### src/rtl/core/cvs_pkg.sv
package cvs_pkg;

    localparam int VOLT_W   = 16;
    localparam int SEG_W    = 3;
    localparam int CELL_W   = 4;
    localparam int SEGSUM_W = 21;
    localparam int SEGOUT_W = 20;
    localparam int PACK_W   = 23;
    localparam int CNT_W    = 8;

    localparam logic [SEGSUM_W-1:0] SEGSUM_MAX       = '1;
    localparam logic [SEGOUT_W-1:0] SEGOUT_MAX       = '1;
    localparam logic [PACK_W-1:0]   PACK_MAX         = '1;
    localparam logic [CNT_W-1:0]    CNT_MAX          = '1;
    localparam logic [CNT_W-1:0]    FAIL_LIMIT_RESET = 8'd3;

    typedef struct packed {
        logic [VOLT_W-1:0] voltage;
        logic [SEG_W-1:0]  segment;
        logic [CELL_W-1:0] cell_req;
        logic              read_ok;
        logic              segment_last;
        logic              sweep_last;
    } t_cell_item;

    typedef struct packed {
        logic [SEG_W-1:0]    segment_index;
        logic [SEGOUT_W-1:0] segment_voltage;
        logic                sweep_done;
        logic [PACK_W-1:0]   pack_total;
        logic [VOLT_W-1:0]   min_voltage;
        logic [SEG_W-1:0]    min_segment;
        logic [CELL_W-1:0]   min_cell;
        logic [VOLT_W-1:0]   max_voltage;
        logic [SEG_W-1:0]    max_segment;
        logic [CELL_W-1:0]   max_cell;
        logic [CNT_W-1:0]    fail_count;
        logic                comm_fault;
    } t_stat_item;

    typedef struct packed {
        logic valid;
        logic has_result;
        logic advance;
    } t_stage_ctl;

endpackage

### src/rtl/core/cvs_cell_if.sv
interface cvs_cell_if import cvs_pkg::*; ();
    logic              valid;
    logic              ready;
    logic [VOLT_W-1:0] voltage;
    logic [SEG_W-1:0]  segment;
    logic [CELL_W-1:0] cell_req;
    logic              read_ok;
    logic              segment_last;
    logic              sweep_last;

    modport source (
        output valid, voltage, segment, cell_req, read_ok, segment_last, sweep_last,
        input  ready
    );

    modport sink (
        input  valid, voltage, segment, cell_req, read_ok, segment_last, sweep_last,
        output ready
    );
endinterface

### src/rtl/core/cvs_stat_if.sv
interface cvs_stat_if import cvs_pkg::*; ();
    logic                valid;
    logic                ready;
    logic [SEG_W-1:0]    segment_index;
    logic [SEGOUT_W-1:0] segment_voltage;
    logic                sweep_done;
    logic [PACK_W-1:0]   pack_total;
    logic [VOLT_W-1:0]   min_voltage;
    logic [SEG_W-1:0]    min_segment;
    logic [CELL_W-1:0]   min_cell;
    logic [VOLT_W-1:0]   max_voltage;
    logic [SEG_W-1:0]    max_segment;
    logic [CELL_W-1:0]   max_cell;
    logic [CNT_W-1:0]    fail_count;
    logic                comm_fault;

    modport source (
        output valid, segment_index, segment_voltage, sweep_done, pack_total,
               min_voltage, min_segment, min_cell, max_voltage, max_segment,
               max_cell, fail_count, comm_fault,
        input  ready
    );

    modport sink (
        input  valid, segment_index, segment_voltage, sweep_done, pack_total,
               min_voltage, min_segment, min_cell, max_voltage, max_segment,
               max_cell, fail_count, comm_fault,
        output ready
    );
endinterface

### src/rtl/core/cvs_in_stage.sv
module cvs_in_stage import cvs_pkg::*; (
    input  logic       i_clk,
    input  logic       i_rst_n,
    input  logic       i_valid,
    input  t_cell_item i_item,
    input  logic       i_advance,
    output logic       o_ready,
    output logic       o_valid,
    output t_cell_item o_item
);

    logic       r_valid;
    t_cell_item r_item;

    assign o_ready = !r_valid || i_advance;
    assign o_valid = r_valid;
    assign o_item  = r_item;

    always_ff @(posedge i_clk) begin
        if (!i_rst_n) begin
            r_valid <= 1'b0;
        end else if (o_ready) begin
            r_valid <= i_valid;
        end
    end

    always_ff @(posedge i_clk) begin
        if (o_ready && i_valid) begin
            r_item <= i_item;
        end
    end

endmodule

### src/rtl/core/cvs_tracker.sv
module cvs_tracker import cvs_pkg::*; (
    input  logic             i_clk,
    input  logic             i_rst_n,
    input  logic             i_fire,
    input  t_cell_item       i_item,
    input  logic [CNT_W-1:0] i_fail_limit,
    output logic             o_has_result,
    output t_stat_item       o_result
);

    logic [VOLT_W-1:0]   r_low_value;
    logic [SEG_W-1:0]    r_low_segment;
    logic [CELL_W-1:0]   r_low_cell;
    logic [VOLT_W-1:0]   r_high_value;
    logic [SEG_W-1:0]    r_high_segment;
    logic [CELL_W-1:0]   r_high_cell;
    logic [SEGSUM_W-1:0] r_segment_sum;
    logic [PACK_W-1:0]   r_pack_sum;
    logic                r_had_failure;
    logic [CNT_W-1:0]    r_failed_sweeps;
    logic                r_at_start;

    logic [VOLT_W-1:0]   n_low_value;
    logic [SEG_W-1:0]    n_low_segment;
    logic [CELL_W-1:0]   n_low_cell;
    logic [VOLT_W-1:0]   n_high_value;
    logic [SEG_W-1:0]    n_high_segment;
    logic [CELL_W-1:0]   n_high_cell;
    logic [SEGSUM_W-1:0] n_segment_sum;
    logic [PACK_W-1:0]   n_pack_sum;
    logic                n_had_failure;
    logic [CNT_W-1:0]    n_failed_sweeps;

    logic [SEGSUM_W:0]   w_seg_add;
    logic [PACK_W:0]     w_pack_add;
    logic                w_take_low;
    logic                w_take_high;

    assign w_take_low  = r_at_start || (i_item.voltage < r_low_value);
    assign w_take_high = r_at_start || (i_item.voltage > r_high_value);
    assign w_seg_add   = {1'b0, r_segment_sum} + (SEGSUM_W+1)'(i_item.voltage);
    assign w_pack_add  = {1'b0, r_pack_sum} + (PACK_W+1)'(i_item.voltage);

    always_comb begin
        n_low_value    = w_take_low  ? i_item.voltage  : r_low_value;
        n_low_segment  = w_take_low  ? i_item.segment  : r_low_segment;
        n_low_cell     = w_take_low  ? i_item.cell_req : r_low_cell;
        n_high_value   = w_take_high ? i_item.voltage  : r_high_value;
        n_high_segment = w_take_high ? i_item.segment  : r_high_segment;
        n_high_cell    = w_take_high ? i_item.cell_req : r_high_cell;
        n_segment_sum  = w_seg_add[SEGSUM_W] ? SEGSUM_MAX : w_seg_add[SEGSUM_W-1:0];
        n_pack_sum     = w_pack_add[PACK_W] ? PACK_MAX : w_pack_add[PACK_W-1:0];
        n_had_failure  = r_had_failure || !i_item.read_ok;
        if (!n_had_failure) begin
            n_failed_sweeps = '0;
        end else if (r_failed_sweeps == CNT_MAX) begin
            n_failed_sweeps = CNT_MAX;
        end else begin
            n_failed_sweeps = r_failed_sweeps + 1'b1;
        end
    end

    assign o_has_result = i_item.segment_last || i_item.sweep_last;

    always_comb begin
        o_result                 = '0;
        o_result.segment_index   = i_item.segment;
        o_result.segment_voltage = n_segment_sum[SEGSUM_W-1] ? SEGOUT_MAX
                                                             : n_segment_sum[SEGOUT_W-1:0];
        if (i_item.sweep_last) begin
            o_result.sweep_done   = 1'b1;
            o_result.pack_total   = n_pack_sum;
            o_result.min_voltage  = n_low_value;
            o_result.min_segment  = n_low_segment;
            o_result.min_cell     = n_low_cell;
            o_result.max_voltage  = n_high_value;
            o_result.max_segment  = n_high_segment;
            o_result.max_cell     = n_high_cell;
            o_result.fail_count   = n_failed_sweeps;
            o_result.comm_fault   = n_failed_sweeps >= i_fail_limit;
        end
    end

    always_ff @(posedge i_clk) begin
        if (!i_rst_n) begin
            r_low_value     <= '0;
            r_low_segment   <= '0;
            r_low_cell      <= '0;
            r_high_value    <= '0;
            r_high_segment  <= '0;
            r_high_cell     <= '0;
            r_segment_sum   <= '0;
            r_pack_sum      <= '0;
            r_had_failure   <= 1'b0;
            r_failed_sweeps <= '0;
            r_at_start      <= 1'b1;
        end else if (i_fire) begin
            r_low_value    <= n_low_value;
            r_low_segment  <= n_low_segment;
            r_low_cell     <= n_low_cell;
            r_high_value   <= n_high_value;
            r_high_segment <= n_high_segment;
            r_high_cell    <= n_high_cell;
            r_segment_sum  <= o_has_result ? '0 : n_segment_sum;
            r_at_start     <= i_item.sweep_last;
            if (i_item.sweep_last) begin
                r_pack_sum      <= '0;
                r_had_failure   <= 1'b0;
                r_failed_sweeps <= n_failed_sweeps;
            end else begin
                r_pack_sum    <= n_pack_sum;
                r_had_failure <= n_had_failure;
            end
        end
    end

endmodule

### src/rtl/core/cvs_out_stage.sv
module cvs_out_stage import cvs_pkg::*; (
    input  logic       i_clk,
    input  logic       i_rst_n,
    input  logic       i_load,
    input  t_stat_item i_item,
    input  logic       i_ready,
    output logic       o_free,
    output logic       o_valid,
    output t_stat_item o_item
);

    logic       r_valid;
    t_stat_item r_item;

    assign o_free  = !r_valid || i_ready;
    assign o_valid = r_valid;
    assign o_item  = r_item;

    always_ff @(posedge i_clk) begin
        if (!i_rst_n) begin
            r_valid <= 1'b0;
        end else if (o_free) begin
            r_valid <= i_load;
        end
    end

    always_ff @(posedge i_clk) begin
        if (i_load) begin
            r_item <= i_item;
        end
    end

endmodule

### src/rtl/core/cell_voltage_statistics_core.sv
// an input transfer goes through the input register, then the result register, to o_stat
// throughput: one cell per cycle unless a result waits on o_stat; min/max and sums are combinational
// items that close neither a segment nor a sweep give no result and never wait on o_stat
// reset: i_rst_n synchronous active low, clears both stages, all statistics and the fail count
// fail_limit returns to 3 on reset; no clearing pass, the block takes items right after reset
module cell_voltage_statistics_core import cvs_pkg::*; (
    input  logic             i_clk,
    input  logic             i_rst_n,
    cvs_cell_if.sink         i_cell,
    cvs_stat_if.source       o_stat,
    input  logic             i_fail_limit_we,
    input  logic [CNT_W-1:0] i_fail_limit
);

    logic [CNT_W-1:0] r_fail_limit;
    t_cell_item       w_in_item;
    t_cell_item       w_cur_item;
    t_stat_item       w_result;
    t_stat_item       w_out_item;
    t_stage_ctl       w_ctl;
    logic             w_out_free;

    always_ff @(posedge i_clk) begin
        if (!i_rst_n) begin
            r_fail_limit <= FAIL_LIMIT_RESET;
        end else if (i_fail_limit_we) begin
            r_fail_limit <= i_fail_limit;
        end
    end

    assign w_in_item.voltage      = i_cell.voltage;
    assign w_in_item.segment      = i_cell.segment;
    assign w_in_item.cell_req     = i_cell.cell_req;
    assign w_in_item.read_ok      = i_cell.read_ok;
    assign w_in_item.segment_last = i_cell.segment_last;
    assign w_in_item.sweep_last   = i_cell.sweep_last;

    assign w_ctl.advance = w_ctl.valid && (!w_ctl.has_result || w_out_free);

    cvs_in_stage u_in_stage (
        .i_clk     (i_clk),
        .i_rst_n   (i_rst_n),
        .i_valid   (i_cell.valid),
        .i_item    (w_in_item),
        .i_advance (w_ctl.advance),
        .o_ready   (i_cell.ready),
        .o_valid   (w_ctl.valid),
        .o_item    (w_cur_item)
    );

    cvs_tracker u_tracker (
        .i_clk        (i_clk),
        .i_rst_n      (i_rst_n),
        .i_fire       (w_ctl.advance),
        .i_item       (w_cur_item),
        .i_fail_limit (r_fail_limit),
        .o_has_result (w_ctl.has_result),
        .o_result     (w_result)
    );

    cvs_out_stage u_out_stage (
        .i_clk   (i_clk),
        .i_rst_n (i_rst_n),
        .i_load  (w_ctl.advance && w_ctl.has_result),
        .i_item  (w_result),
        .i_ready (o_stat.ready),
        .o_free  (w_out_free),
        .o_valid (o_stat.valid),
        .o_item  (w_out_item)
    );

    assign o_stat.segment_index   = w_out_item.segment_index;
    assign o_stat.segment_voltage = w_out_item.segment_voltage;
    assign o_stat.sweep_done      = w_out_item.sweep_done;
    assign o_stat.pack_total      = w_out_item.pack_total;
    assign o_stat.min_voltage     = w_out_item.min_voltage;
    assign o_stat.min_segment     = w_out_item.min_segment;
    assign o_stat.min_cell        = w_out_item.min_cell;
    assign o_stat.max_voltage     = w_out_item.max_voltage;
    assign o_stat.max_segment     = w_out_item.max_segment;
    assign o_stat.max_cell        = w_out_item.max_cell;
    assign o_stat.fail_count      = w_out_item.fail_count;
    assign o_stat.comm_fault      = w_out_item.comm_fault;

    a_result_into_free_slot: assert property (@(posedge i_clk) disable iff (!i_rst_n)
        (w_ctl.advance && w_ctl.has_result) |-> (!o_stat.valid || o_stat.ready))
        else $error("result loaded over a pending transfer");

    a_segment_only_zero: assert property (@(posedge i_clk) disable iff (!i_rst_n)
        (o_stat.valid && !o_stat.sweep_done) |->
            (o_stat.pack_total == '0 && o_stat.fail_count == '0 && !o_stat.comm_fault))
        else $error("segment result carries sweep fields");

    a_full_stall_blocks_input: assert property (@(posedge i_clk) disable iff (!i_rst_n)
        (w_ctl.valid && !w_ctl.advance) |-> !i_cell.ready)
        else $error("input taken while held item is stalled");

endmodule

### src/flat_wrapper.sv
// flat-port wrapper written by rule: the top's interface ports become plain ports
module cell_voltage_statistics_core_flat import cvs_pkg::*;
  (i_clk, i_rst_n, i_fail_limit_we, i_fail_limit, i_cell_valid, i_cell_voltage, i_cell_segment, i_cell_cell_req, i_cell_read_ok, i_cell_segment_last, i_cell_sweep_last, i_cell_ready, o_stat_valid, o_stat_segment_index, o_stat_segment_voltage, o_stat_sweep_done, o_stat_pack_total, o_stat_min_voltage, o_stat_min_segment, o_stat_min_cell, o_stat_max_voltage, o_stat_max_segment, o_stat_max_cell, o_stat_fail_count, o_stat_comm_fault, o_stat_ready);
  cvs_cell_if i_cell_i ();
  cvs_stat_if o_stat_i ();
  input  logic i_clk;
  input  logic i_rst_n;
  input  logic i_fail_limit_we;
  input  logic [CNT_W-1:0] i_fail_limit;
  input wire logic [$bits(i_cell_i.valid)-1:0] i_cell_valid;
  input wire logic [$bits(i_cell_i.voltage)-1:0] i_cell_voltage;
  input wire logic [$bits(i_cell_i.segment)-1:0] i_cell_segment;
  input wire logic [$bits(i_cell_i.cell_req)-1:0] i_cell_cell_req;
  input wire logic [$bits(i_cell_i.read_ok)-1:0] i_cell_read_ok;
  input wire logic [$bits(i_cell_i.segment_last)-1:0] i_cell_segment_last;
  input wire logic [$bits(i_cell_i.sweep_last)-1:0] i_cell_sweep_last;
  output wire logic [$bits(i_cell_i.ready)-1:0] i_cell_ready;
  output wire logic [$bits(o_stat_i.valid)-1:0] o_stat_valid;
  output wire logic [$bits(o_stat_i.segment_index)-1:0] o_stat_segment_index;
  output wire logic [$bits(o_stat_i.segment_voltage)-1:0] o_stat_segment_voltage;
  output wire logic [$bits(o_stat_i.sweep_done)-1:0] o_stat_sweep_done;
  output wire logic [$bits(o_stat_i.pack_total)-1:0] o_stat_pack_total;
  output wire logic [$bits(o_stat_i.min_voltage)-1:0] o_stat_min_voltage;
  output wire logic [$bits(o_stat_i.min_segment)-1:0] o_stat_min_segment;
  output wire logic [$bits(o_stat_i.min_cell)-1:0] o_stat_min_cell;
  output wire logic [$bits(o_stat_i.max_voltage)-1:0] o_stat_max_voltage;
  output wire logic [$bits(o_stat_i.max_segment)-1:0] o_stat_max_segment;
  output wire logic [$bits(o_stat_i.max_cell)-1:0] o_stat_max_cell;
  output wire logic [$bits(o_stat_i.fail_count)-1:0] o_stat_fail_count;
  output wire logic [$bits(o_stat_i.comm_fault)-1:0] o_stat_comm_fault;
  input wire logic [$bits(o_stat_i.ready)-1:0] o_stat_ready;
  assign i_cell_i.valid = i_cell_valid;
  assign i_cell_i.voltage = i_cell_voltage;
  assign i_cell_i.segment = i_cell_segment;
  assign i_cell_i.cell_req = i_cell_cell_req;
  assign i_cell_i.read_ok = i_cell_read_ok;
  assign i_cell_i.segment_last = i_cell_segment_last;
  assign i_cell_i.sweep_last = i_cell_sweep_last;
  assign i_cell_ready = i_cell_i.ready;
  assign o_stat_valid = o_stat_i.valid;
  assign o_stat_segment_index = o_stat_i.segment_index;
  assign o_stat_segment_voltage = o_stat_i.segment_voltage;
  assign o_stat_sweep_done = o_stat_i.sweep_done;
  assign o_stat_pack_total = o_stat_i.pack_total;
  assign o_stat_min_voltage = o_stat_i.min_voltage;
  assign o_stat_min_segment = o_stat_i.min_segment;
  assign o_stat_min_cell = o_stat_i.min_cell;
  assign o_stat_max_voltage = o_stat_i.max_voltage;
  assign o_stat_max_segment = o_stat_i.max_segment;
  assign o_stat_max_cell = o_stat_i.max_cell;
  assign o_stat_fail_count = o_stat_i.fail_count;
  assign o_stat_comm_fault = o_stat_i.comm_fault;
  assign o_stat_i.ready = o_stat_ready;
  cell_voltage_statistics_core u_core (.i_clk(i_clk), .i_rst_n(i_rst_n), .i_cell(i_cell_i), .o_stat(o_stat_i), .i_fail_limit_we(i_fail_limit_we), .i_fail_limit(i_fail_limit));
endmodule
### config.mk
export PLATFORM = sky130hd
export DESIGN_NAME = cell_voltage_statistics_core_flat
export DESIGN_NICKNAME = d
export VERILOG_FILES = /design/src/rtl/core/cvs_pkg.sv /design/src/rtl/core/cvs_cell_if.sv /design/src/rtl/core/cvs_stat_if.sv /design/src/rtl/core/cvs_in_stage.sv /design/src/rtl/core/cvs_tracker.sv /design/src/rtl/core/cvs_out_stage.sv /design/src/rtl/core/cell_voltage_statistics_core.sv /design/src/flat_wrapper.sv
export SDC_FILE = /design/constraint.sdc
export NUM_CORES = 1
export LEC_CHECK = 0
export ABC_AREA = 1
export BUFFER_PORTS_ARGS = -buffer_cell sky130_fd_sc_hd__buf_2
export CELL_PAD_IN_SITES_DETAIL_PLACEMENT = 0
export CELL_PAD_IN_SITES_GLOBAL_PLACEMENT = 2
export CORE_AREA = 2 2 197 199
export DETAILED_ROUTE_END_ITERATION = 8
export DIE_AREA = 0 0 199 201
export GPL_ROUTABILITY_DRIVEN = 0
export GPL_TIMING_DRIVEN = 0
export PLACE_DENSITY = 0.85
export SYNTH_ARGS = -nofsm -noshare
export SYNTH_HDL_FRONTEND = slang
export SYNTH_SLANG_ARGS = --single-unit
### constraint.sdc
create_clock -name i_clk -period 4.3 [get_ports i_clk]
set_clock_uncertainty 0.2 [all_clocks]
set_input_delay 0.86 -clock i_clk [delete_from_list [all_inputs] [get_ports i_clk]]
set_output_delay 0.86 -clock i_clk [all_outputs]
set_load 0.05 [all_outputs]
# After elaboration in Yosys (flattened, before gate mapping)
# Index checks and enable logic that the tools add are counted.
[totals]
regBits = 238
word_cells = 68
input_bits = 39
output_inout_bits = 104
[classes]
mux = 14
reduce_logical = 15
n_addsub = 3
n_lt_le_gt_ge = 3
eq_ne = 1
[ops]
columns = ["cell", "count"]
rows = [
  ["79-bit 2-to-1 mux", 1],
  ["23-bit 2-to-1 mux", 2],
  ["21-bit 2-to-1 mux", 2],
  ["16-bit 2-to-1 mux", 2],
  ["23-bit by 16-bit adder with 24-bit output", 1],
  ["21-bit by 16-bit adder with 22-bit output", 1],
  ["16-bit greater-than comparator", 1],
  ["16-bit less-than comparator", 1],
  ["8-bit 2-to-1 mux", 2],
  ["8-bit by 1-bit adder with 8-bit output (second input constant)", 1],
  ["8-bit equality test (second input constant)", 1],
  ["8-bit >= comparator", 1],
  ["4-bit 2-to-1 mux", 2],
  ["1-bit logical OR", 7],
  ["3-bit 2-to-1 mux", 2],
  ["1-bit logical NOT", 4],
  ["1-bit logical AND", 3],
  ["2-bit AND reduction", 1],
  ["1-bit 2-to-1 mux", 1],
]

# Logic depth before layout (Yosys ltp)
# Gate-level depths: netlist of run 1.
[logic_depth]
ltp_word = 6
depth_mapped = 18
mapped_depth_nobuf = 17

# Modules after synthesis
# Synthesis of run 1 repeated with hierarchy kept, for this count alone.
[hier_totals]
cells_unflattened = 1717
hier_area_um2 = 13158.9
[modules_own_cells]
columns = ["module", "instances", "seq_area_each_um2", "cells_each", "area_per_inst_um2"]
rows = [
  ["cvs_tracker", 1, 2001.9, 1525, 8879.8],
  ["cvs_out_stage", 1, 3083.0, 108, 3109.2],
  ["cvs_in_stage", 1, 800.8, 33, 832.0],
  ["cell_voltage_statistics_core", 1, 160.2, 51, 337.8],
]

# Least setup slack after synthesis of run 1
# Ideal clock, no wire load.
[synth_path]
kind = "input-to-reg"
startpoint = "input o_stat_ready"
endpoint = "register u_core.u_out_stage.r_item, in the netlist u_core.u_out_stage.o_item[0], enable pin"
setup_ns = 0.456
setup_slack_ns = 0.338
arrival_ns = 3.306
n_path_buf = 1
path_stages = 5
required_ns = 3.644
path_cell_list = "nor2_1 a21oi_2 buf_2 nand2_1 inv_1"
[synth_via]
elab_chain_len = 4
[synth_rtl]
columns = ["item", "line", "text"]
rows = [
  ["start, declared", "flat_wrapper.sv:31", "input wire logic [$bits(o_stat_i.ready)-1:0] o_stat_ready;"],
  ["1-bit logical OR", "cvs_out_stage.sv:15", "assign o_free = !r_valid || i_ready;"],
  ["1-bit logical OR", "cell_voltage_statistics_core.sv:38", "assign w_ctl.advance = w_ctl.valid && (!w_ctl.has_result || w_out_free);"],
  ["1-bit logical AND", "cell_voltage_statistics_core.sv:38", ""],
  ["1-bit logical AND", "cell_voltage_statistics_core.sv:64", ".i_load (w_ctl.advance && w_ctl.has_result),"],
  ["net u_core.u_out_stage.i_load", "cvs_out_stage.sv:4", "input logic i_load,"],
  ["end signal, assigned", "cvs_out_stage.sv:29", "r_item <= i_item;"],
  ["end, declared", "cvs_out_stage.sv:13", "t_stat_item r_item;"],
]
# The timed path passes the listed nets, and every way through them passes these cells.
# A chain may end at the register's enable or synchronous reset.

# Worst setup path after layout of run 1
[layout_path]
startpoint = "register u_core.u_in_stage.r_item, in the netlist u_core.u_in_stage.o_item[11]"
endpoint = "register u_core.u_out_stage.r_item, in the netlist u_core.u_out_stage.o_item[88], data pin"
[layout_via]
elab_chain_len = 2
[layout_rtl]
columns = ["item", "line", "text"]
rows = [
  ["start, declared", "cvs_in_stage.sv:13", "t_cell_item r_item;"],
  ["start signal, assigned", "cvs_in_stage.sv:29", "r_item <= i_item;"],
  ["21-bit by 16-bit adder with 22-bit output", "cvs_tracker.sv:41", "assign w_seg_add = {1'b0, r_segment_sum} + (SEGSUM_W+1)'(i_item.voltage);"],
  ["21-bit 2-to-1 mux", "cvs_tracker.sv:51", "n_segment_sum = w_seg_add[SEGSUM_W] ? SEGSUM_MAX : w_seg_add[SEGSUM_W-1:0];"],
]
# Every way passes these cells.

==> results of run 1 <==
## routing by layer
layer  track usage (%)  wire [um]  part of all wire, %  up-vias
li1                  -          -                    -     5803
met1              29.1      19500                   48     5299
met2              31.5      17700                   44      291
met3              3.68       2480                  6.1       44
met4              5.14        776                  1.9        0
met5                 0          0                    0        -
## kinds of logic after synthesis
kind of cell,Yosys count
xor+xnor,19
buf+inv,307
flops,238
fa+ha+maj,74
simple gates,835
compound gates,216
## how the worst max path moves through the flow
stage	from	end
2_1_floorplan	o_stat_ready	u_core.u_out_stage.o_item[0]
3_3_place_gp	o_stat_ready	u_core.u_out_stage.o_item[96]
3_5_place_dp	o_stat_ready	u_core.u_out_stage.o_item[96]
4_1_cts	u_core.u_in_stage.o_item[0]	i_cell_ready
5_1_grt	u_core.u_in_stage.o_item[11]	u_core.u_out_stage.o_item[88]
6_report	u_core.u_in_stage.o_item[11]	u_core.u_out_stage.o_item[88]
## stage by stage
stage               util (%)  cells  area, um2  setup TNS, ns  power, mW
finish                  40.8   2404      15500              0       6.18
global route            40.8   2404      15500              0       6.47
CTS                     40.7   2403      15500              0       6.27
detailed placement      37.9   2349      14500              0       3.51
global placement        37.9   2348      14400        -115.33       3.51
floorplan                  -   1689      13100              0       3.24
## cell usage after synthesis (3+ instances only)
| cell | number | area, um2 |
|---|---|---|
| edfxtp_1 | 128 | 3840 |
| nand3_2 | 3 | 30.0 |
| nand4_1 | 9 | 56.3 |
| a21oi_1 | 171 | 856 |
| or2_1 | 6 | 37.5 |
| ha_1 | 72 | 901 |
| o22ai_1 | 5 | 31.3 |
| nor2_1 | 109 | 409 |
| inv_1 | 245 | 920 |
| o21ai_0 | 25 | 125 |
| o21ai_1 | 4 | 20.0 |
| buf_6 | 4 | 45.0 |
| nand2_2 | 22 | 138 |
| nand3_1 | 153 | 766 |
| nand3b_1 | 6 | 45.0 |
| nor3_1 | 9 | 45.0 |
| nor2_2 | 4 | 25.0 |
| nand2_1 | 501 | 1880 |
| clkbuf_1 | 27 | 101 |
| buf_2 | 16 | 80.1 |
| dfxtp_1 | 110 | 2200 |
| nor2_4 | 3 | 33.8 |
| xor2_1 | 6 | 52.6 |
| and2_1 | 3 | 18.8 |
| xnor2_1 | 13 | 114 |
| buf_4 | 8 | 60.1 |
| a31oi_1 | 4 | 25.0 |
| inv_2 | 4 | 15.0 |
## cell type report
type | instances | share of cell area (%)
Timing Repair Buffer | 143 | 4.89
Inverter | 250 | 6.07
Clock buffer | 38 | 5.14
Clock inverter | 16 | 1.66
Multi-Input combinational cell | 1144 | 37.2
Buffer | 57 | 1.96
Sequential cell | 238 | 38.9
Tap cell | 518 | 4.17
## report_power, final
part	internal, mW	switching (mW)	leakage, nW
clock network	1.67	1.04	0.505
registers	2.52	0.0798	2.12
logic	0.245	0.621	4.68
## sequential cells by signal, indices dropped and copies added, names as in the netlist
register	flops
u_core.u_tracker.r_failed_sweeps	8
u_core.u_tracker.r_high_value	16
u_core.u_tracker.r_pack_sum	23
u_core.u_tracker.r_segment_sum	21
u_core.u_out_stage.o_valid	1
u_core.u_tracker.r_had_failure	1
u_core.u_tracker.r_high_segment	3
u_core.u_tracker.r_high_cell	4
u_core.u_out_stage.o_item	102
u_core.u_tracker.r_at_start	1
u_core.u_tracker.r_low_segment	3
u_core.u_tracker.r_low_value	16
u_core.r_fail_limit	8
u_core.u_in_stage.o_item	26
u_core.u_in_stage.o_valid	1
u_core.u_tracker.r_low_cell	4
==> parameters.txt, run 1 <==
Parameter                              Value

Floorplan
  Floorplan die width ... 199 um
  Total die area ... 40000 um2
  Floorplan core area ... 38100 um2
  Chip height ... between 200 and 250 um
  Standard-cell rows ... just over 70
  Initial core utilization ... 34.3%
  Ports ... 143

Pwr
  PwrDens ... 398 nW/um2
  Max VDD drop ... around 0.33 mV
  Leakage power figure ... 7.30 nW

Yosys
  Area fraction in compound gates after synthesis ... 8.52%
  Adder-cell area share of the yosys netlist ... 7.20%
  Prevailing post-synth register cell ... edfxtp_1
  Post-Synthesis Cells ... 1689
  Nets in the synthesized netlist ... 1802
  Multiplexer area fraction after synthesis ... 0%
  Sequential share of the synthesized area ... 46.2%
  Fraction of synthesized cell area in xor and xnor cells ... 1.27%
  Unique masters post-synth ... between 40 and 50
  Post-synthesis share of cell area spent on and, or, nand and nor gates ... between 20% and 30%
  Mapped cell area ... 13100 um2
  Number of flops mapped to enable cells by yosys ... 128
  Syn_area_per_cell ... about 7.7 um2
  Flop and latch count out of synthesis ... ~240
  Yosys warns ... 0
  FFs w/ async S/R, synth ... 0%
  Largest family of logic cells by synthesized area ... simple AND/OR/NAND/NOR gates

Final layout
  Most common cell after layout, fill and taps aside ... nand2_1
  Multi-input gate area ... slightly below 6000 um2
  Share of layout cells above drive strength 1 ... 14.1%
  Area growth, synth to finish ... 18.9%
  Commonest cells after routing, fill and taps aside ... nand2_1, inv_1, a21oi_1
  FF+latch area ... 6050 um2
  Final layout net count ... between 1500 and 2000
  Antenna cell count ... 0
  Count of filler cells inserted in the layout ... 3993

Worst setup path
  Largest fanout on the critical path ... 10
  Worst path buffer plus inverter count ... 4
  Critical Path Start Type ... flop
  Worst endpoint data arrival time ... 3.28 ns
  Register-to-register setup slack ... 1.15 ns
  Cell with the most instances on the worst path ... nand2_2
  Worst R2R End ... u_core.u_out_stage.o_item[88]
  Critical Path Stages ... 15
  Maximum single-stage delay on the critical path ... 0.68 ns
  CP Class ... flop to flop
  Worst path cell trace ... inv_1 > fa_1 > inv_1 > nand2_1 > nand2_1 > nand3_1 > nand2_2 > nand2_2 > nand2_2 > nand2_1 > nand2_2 > nand3_4 > inv_4 > buf_8 > nand2_2
  Capturing element type of the critical path ... flop
  Number of cells traversed by the worst register-to-register path ... 15
  Reg2Reg Launch Point ... u_core.u_in_stage.o_item[11]
  Slowest-stage cell, CP ... edfxtp_1
  Largest delay contributor family on the critical path ... simple AND/OR/NAND/NOR gates
  Worst Path Required ... 4.43 ns

Min path
  Min-Delay Startpoint ... i_cell_sweep_last
  Hold Crit Depth ... 1
  Worst hold-check path type ... input pin to flop
  Hold Path End ... u_core.u_in_stage.o_item[0]

Detailed routing
  Post-route antenna net violation count ... 0
  Via-to-Cell Ratio ... between 4 and 5
  Number of design rule violations left after detail routing ... 0
  DRT iter0 DRCs ... 682
  Detailed Route WL ... 40.5 mm
  Length of the first detailed-routing pass in iterations ... 5
  Average detailed-routed wire length per instance ... ~17 um
  Total via count in the routed design ... 11437

STA
  Number of failing hold endpoints at the final stage ... 0
  Final Worst Setup Slack ... 1.15 ns
  Slew Viols, Final ... 0
  Worst hold slack ... 0.246 ns
  Setup repair after global routing missed its margin ... false
  Part of the cycle the worst path needs ... 73.2%
  Clock period minus worst slack ... ~3.1 ns
  Slew @ Worst Pin ... 0.912 ns
  Worst slew margin ... ~39%
  Setup violations, final ... 0
  Max frequency ... 0.318 GHz

Clock tree
  Setup Fix Bufs, Post-CTS ... 0
  Total CTS buffers ... 29
  Bufs on Longest Clock Path ... 3
  Clk Tree Root Cell ... clkbuf_16
  Reg clk slew, reported paths ... 0.06 ns
  Post-CTS Resized ... 0
  Worst skew pair latency ... 0.59 ns
  Htree depth ... 1
  CTS Sinks ... 238
  Hold_buf cts ... 0
  TritonCTS clock tree ... done

Status
  Outcome ... finished clean

GRT
  Overflow after GRT ... 0
  Maximum number of pins on one net before global-route repair ... between 60 and 70
  GRT Total Usage ... 20.3%
  Via count of the first global-routing pass ... 10920
  Number of antenna violations at the first check in global routing ... 0
  Global-route wire length before repair ... between 60 and 70 mm

Place
  Half-perimeter wire length after detailed placement ... 29.2 mm
  Total of buffers placed on input and output ports ... 141
  Pre-CTS WS ... 1.17 ns

Flow run
  Number of max-capacitance violations reported ... 0
(Power assumes the default switching activity.)
==> run 2: changes to the inputs <==
==> constraint.sdc (replaced) <==
create_clock -name i_clk -period 2.91 [get_ports i_clk]
set_clock_uncertainty 0.2 [all_clocks]
set_input_delay 0.582 -clock i_clk [delete_from_list [all_inputs] [get_ports i_clk]]
set_output_delay 0.582 -clock i_clk [all_outputs]
set_load 0.05 [all_outputs]
==> run 2 against run 1 <==
First-iteration DRC count increased by 2.6%. Largest cell class unchanged. Sequential share of layout area decreased by 1.5 points. Critical path depth decreased by 12. Highest routed layer unchanged. Count of clock-buffer cells in the layout decreased by 3.
==> parameters.txt, run 2 (synthesis results as in run 1) <==
Parameter                              Value

Status
  Outcome ... finished clean

Place
  Total of buffers placed on input and output ports ... 141
  Placed standard-cell area ... 14500 um2
  Half-perimeter wire length after detailed placement ... 29.4 mm
  Number of cells in the design after placement ... 2351

Detailed routing
  Via-to-Cell Ratio ... 4.70
  Average detailed-routed wire length per instance ... 16.5 um
  Length of the first detailed-routing pass in iterations ... 5
  Number of design rule violations left after detail routing ... 0
  DRT iter0 DRCs ... 700
  Total via count in the routed design ... 11620
  Detailed Route WL ... 40.7 mm
  Post-route antenna net violation count ... 0

STA
  Number of failing hold endpoints at the final stage ... 0
  Max frequency ... 0.358 GHz
  Setup violations, final ... 0
  Clock period minus worst slack ... 2.79 ns
  Slew @ Worst Pin ... 0.842 ns
  Part of the cycle the worst path needs ... 96.0%
  Slew Viols, Final ... 0
  Worst slew margin ... 43.9%
  Setup repair after global routing missed its margin ... true

Floorplan
  Ports ... 143
  Chip height ... roughly 200 um
  Floorplan die width ... 199 um
  Floorplan core area ... between 30000 and 40000 um2
  Total die area ... 40000 um2
  Standard-cell rows ... 72
  Initial core utilization ... 34.3%

Pwr
  Post-route total power ... 9.07 mW
  PwrDens ... 560 nW/um2
  Leakage power figure ... 7.61 nW
  Max VDD drop ... 0.515 mV

Worst setup path
  Largest fanout on the critical path ... 7
  Worst Path Required ... 2.13 ns
  Slowest-stage cell, CP ... edfxtp_1
  Critical Path Stages ... 3
  Worst path buffer plus inverter count ... 1
  Number of cells traversed by the worst register-to-register path ... 12
  Worst path cell trace ... or2_4 > nand3_1 > buf_2
  Capturing element type of the critical path ... output pin
  Largest delay contributor family on the critical path ... simple AND/OR/NAND/NOR gates
  Maximum single-stage delay on the critical path ... 0.54 ns
  Worst endpoint data arrival time ... 2.01 ns
  Critical Path Start Type ... flop
  CP Class ... flop to output pin

GRT
  GRT Total Usage ... between 20% and 30%
  Number of antenna violations at the first check in global routing ... 0
  Overflow after GRT ... 0
  Global-route wire length before repair ... 62.4 mm
  Maximum number of pins on one net before global-route repair ... 35
  Via count of the first global-routing pass ... ~11000

Final layout
  Design area ... 16200 um2
  Count of filler cells inserted in the layout ... 3978
  Layout Cells excl Fill ... 2471
  Most common cell after layout, fill and taps aside ... nand2_1
  Antenna cell count ... 0
  Number of flip-flops in the largest register ... 102
  Commonest cells after routing, fill and taps aside ... nand2_1, inv_1, a21oi_1
  Area growth, synth to finish ... 23.8%
  Final layout net count ... 2043
  Share of layout cells above drive strength 1 ... 16.2%

Clock tree
  Clk Tree Root Cell ... clkbuf_16
  Total CTS buffers ... 29
  Bufs on Longest Clock Path ... 3
  CTS Sinks ... 238
  Worst skew pair latency ... 0.58 ns
  Reg clk slew, reported paths ... 0.06 ns
  TritonCTS clock tree ... done
  Htree depth ... 1

Min path
  Worst hold-check path type ... input pin to flop
  Hold Crit Depth ... 2

Flow run
  Number of max-capacitance violations reported ... 0
-- run 2: per-layer routing --
metal  up-vias  share of wire (%)  global-route usage (%)
met5         -                  0                       0
met4         0                1.7                    4.69
met3        38                4.6                    2.79
met2       240                 45                    32.9
met1      5400                 49                    28.5
li1       5942                  -                       -
-- run 2: what timing repair did --
| item | in CTS | in global routing |
|---|---|---|
| endpoints found under the setup margin | 63 | 92 |
| hold buffers | 28 | 0 |
| pin swaps | 0 | 2 |
| endpoints found under the hold margin | 28 | 0 |
| cloned | 0 | 0 |
| gates resized for setup | 3 | 17 |
| buffers inserted | 23 | 15 |
-- run 2: worst reg2reg max path, cell delays in order, from the launching register on --
cell,delay [ns]
edfxtp_1,0.51
buf_4,0.22
ha_1,0.29
nand2_1,0.09
nor2_1,0.05
nor3_1,0.14
nand2_1,0.09
nand2_1,0.07
nand2_2,0.10
nand2_1,0.18
buf_4,0.23
nand2_1,0.10
a21oi_1,0.29
-- run 2: power breakdown --
| part | switching [mW] | internal (mW) | total, mW | leakage (nW) |
|---|---|---|---|---|
| Sequential | 0.0796 | 3.72 | 3.80 | 2.12 |
| Clock | 1.55 | 2.31 | 3.87 | 0.484 |
| Combinational | 0.973 | 0.428 | 1.40 | 5.01 |
-- run 2: worst paths after layout --
| path | start | to | slack, ns |
|---|---|---|---|
| worst min-delay path | i_fail_limit_we | u_core.r_fail_limit[1] | 0.04 |
| worst max-delay path | u_core.u_in_stage.o_item[0] | i_cell_ready | 0.12 |
| worst max register to register | u_core.u_in_stage.o_item[17] | u_core.u_out_stage.o_item[48] | 0.14 |
| worst min register to register | u_core.u_tracker.r_had_failure | u_core.u_tracker.r_had_failure | 0.25 |
-- run 2: area by class of cell --
| cell class | instances | area, um2 | share of cell area [%] |
|---|---|---|---|
| inverter | 250 | 951 | 5.88 |
| multi-input combinational | 1144 | 5840 | 36.1 |
| tap | 518 | 648 | 4.00 |
| timing repair buffer | 210 | 1370 | 8.46 |
| buffer | 57 | 318 | 1.96 |
| clock buffer | 35 | 758 | 4.68 |
| sequential | 238 | 6050 | 37.4 |
| clock inverter | 19 | 251 | 1.55 |
-- run 2: per-stage QoR --
step | setup TNS, ns | hold slack [ns] | utilization, % | setup WS [ns]
CTS | 0 | 0.0167 | 42.0 | 0.00277
global placement | -132.98 | 0.240 | 37.9 | -1.23
global route | -0.00457 | 0.0457 | 42.5 | -0.00457
detailed placement | -7.04 | 0.249 | 38.1 | -0.261
finish | 0 | 0.0360 | 42.5 | 0.117
floorplan | -10.82 | 0.231 | - | -0.106
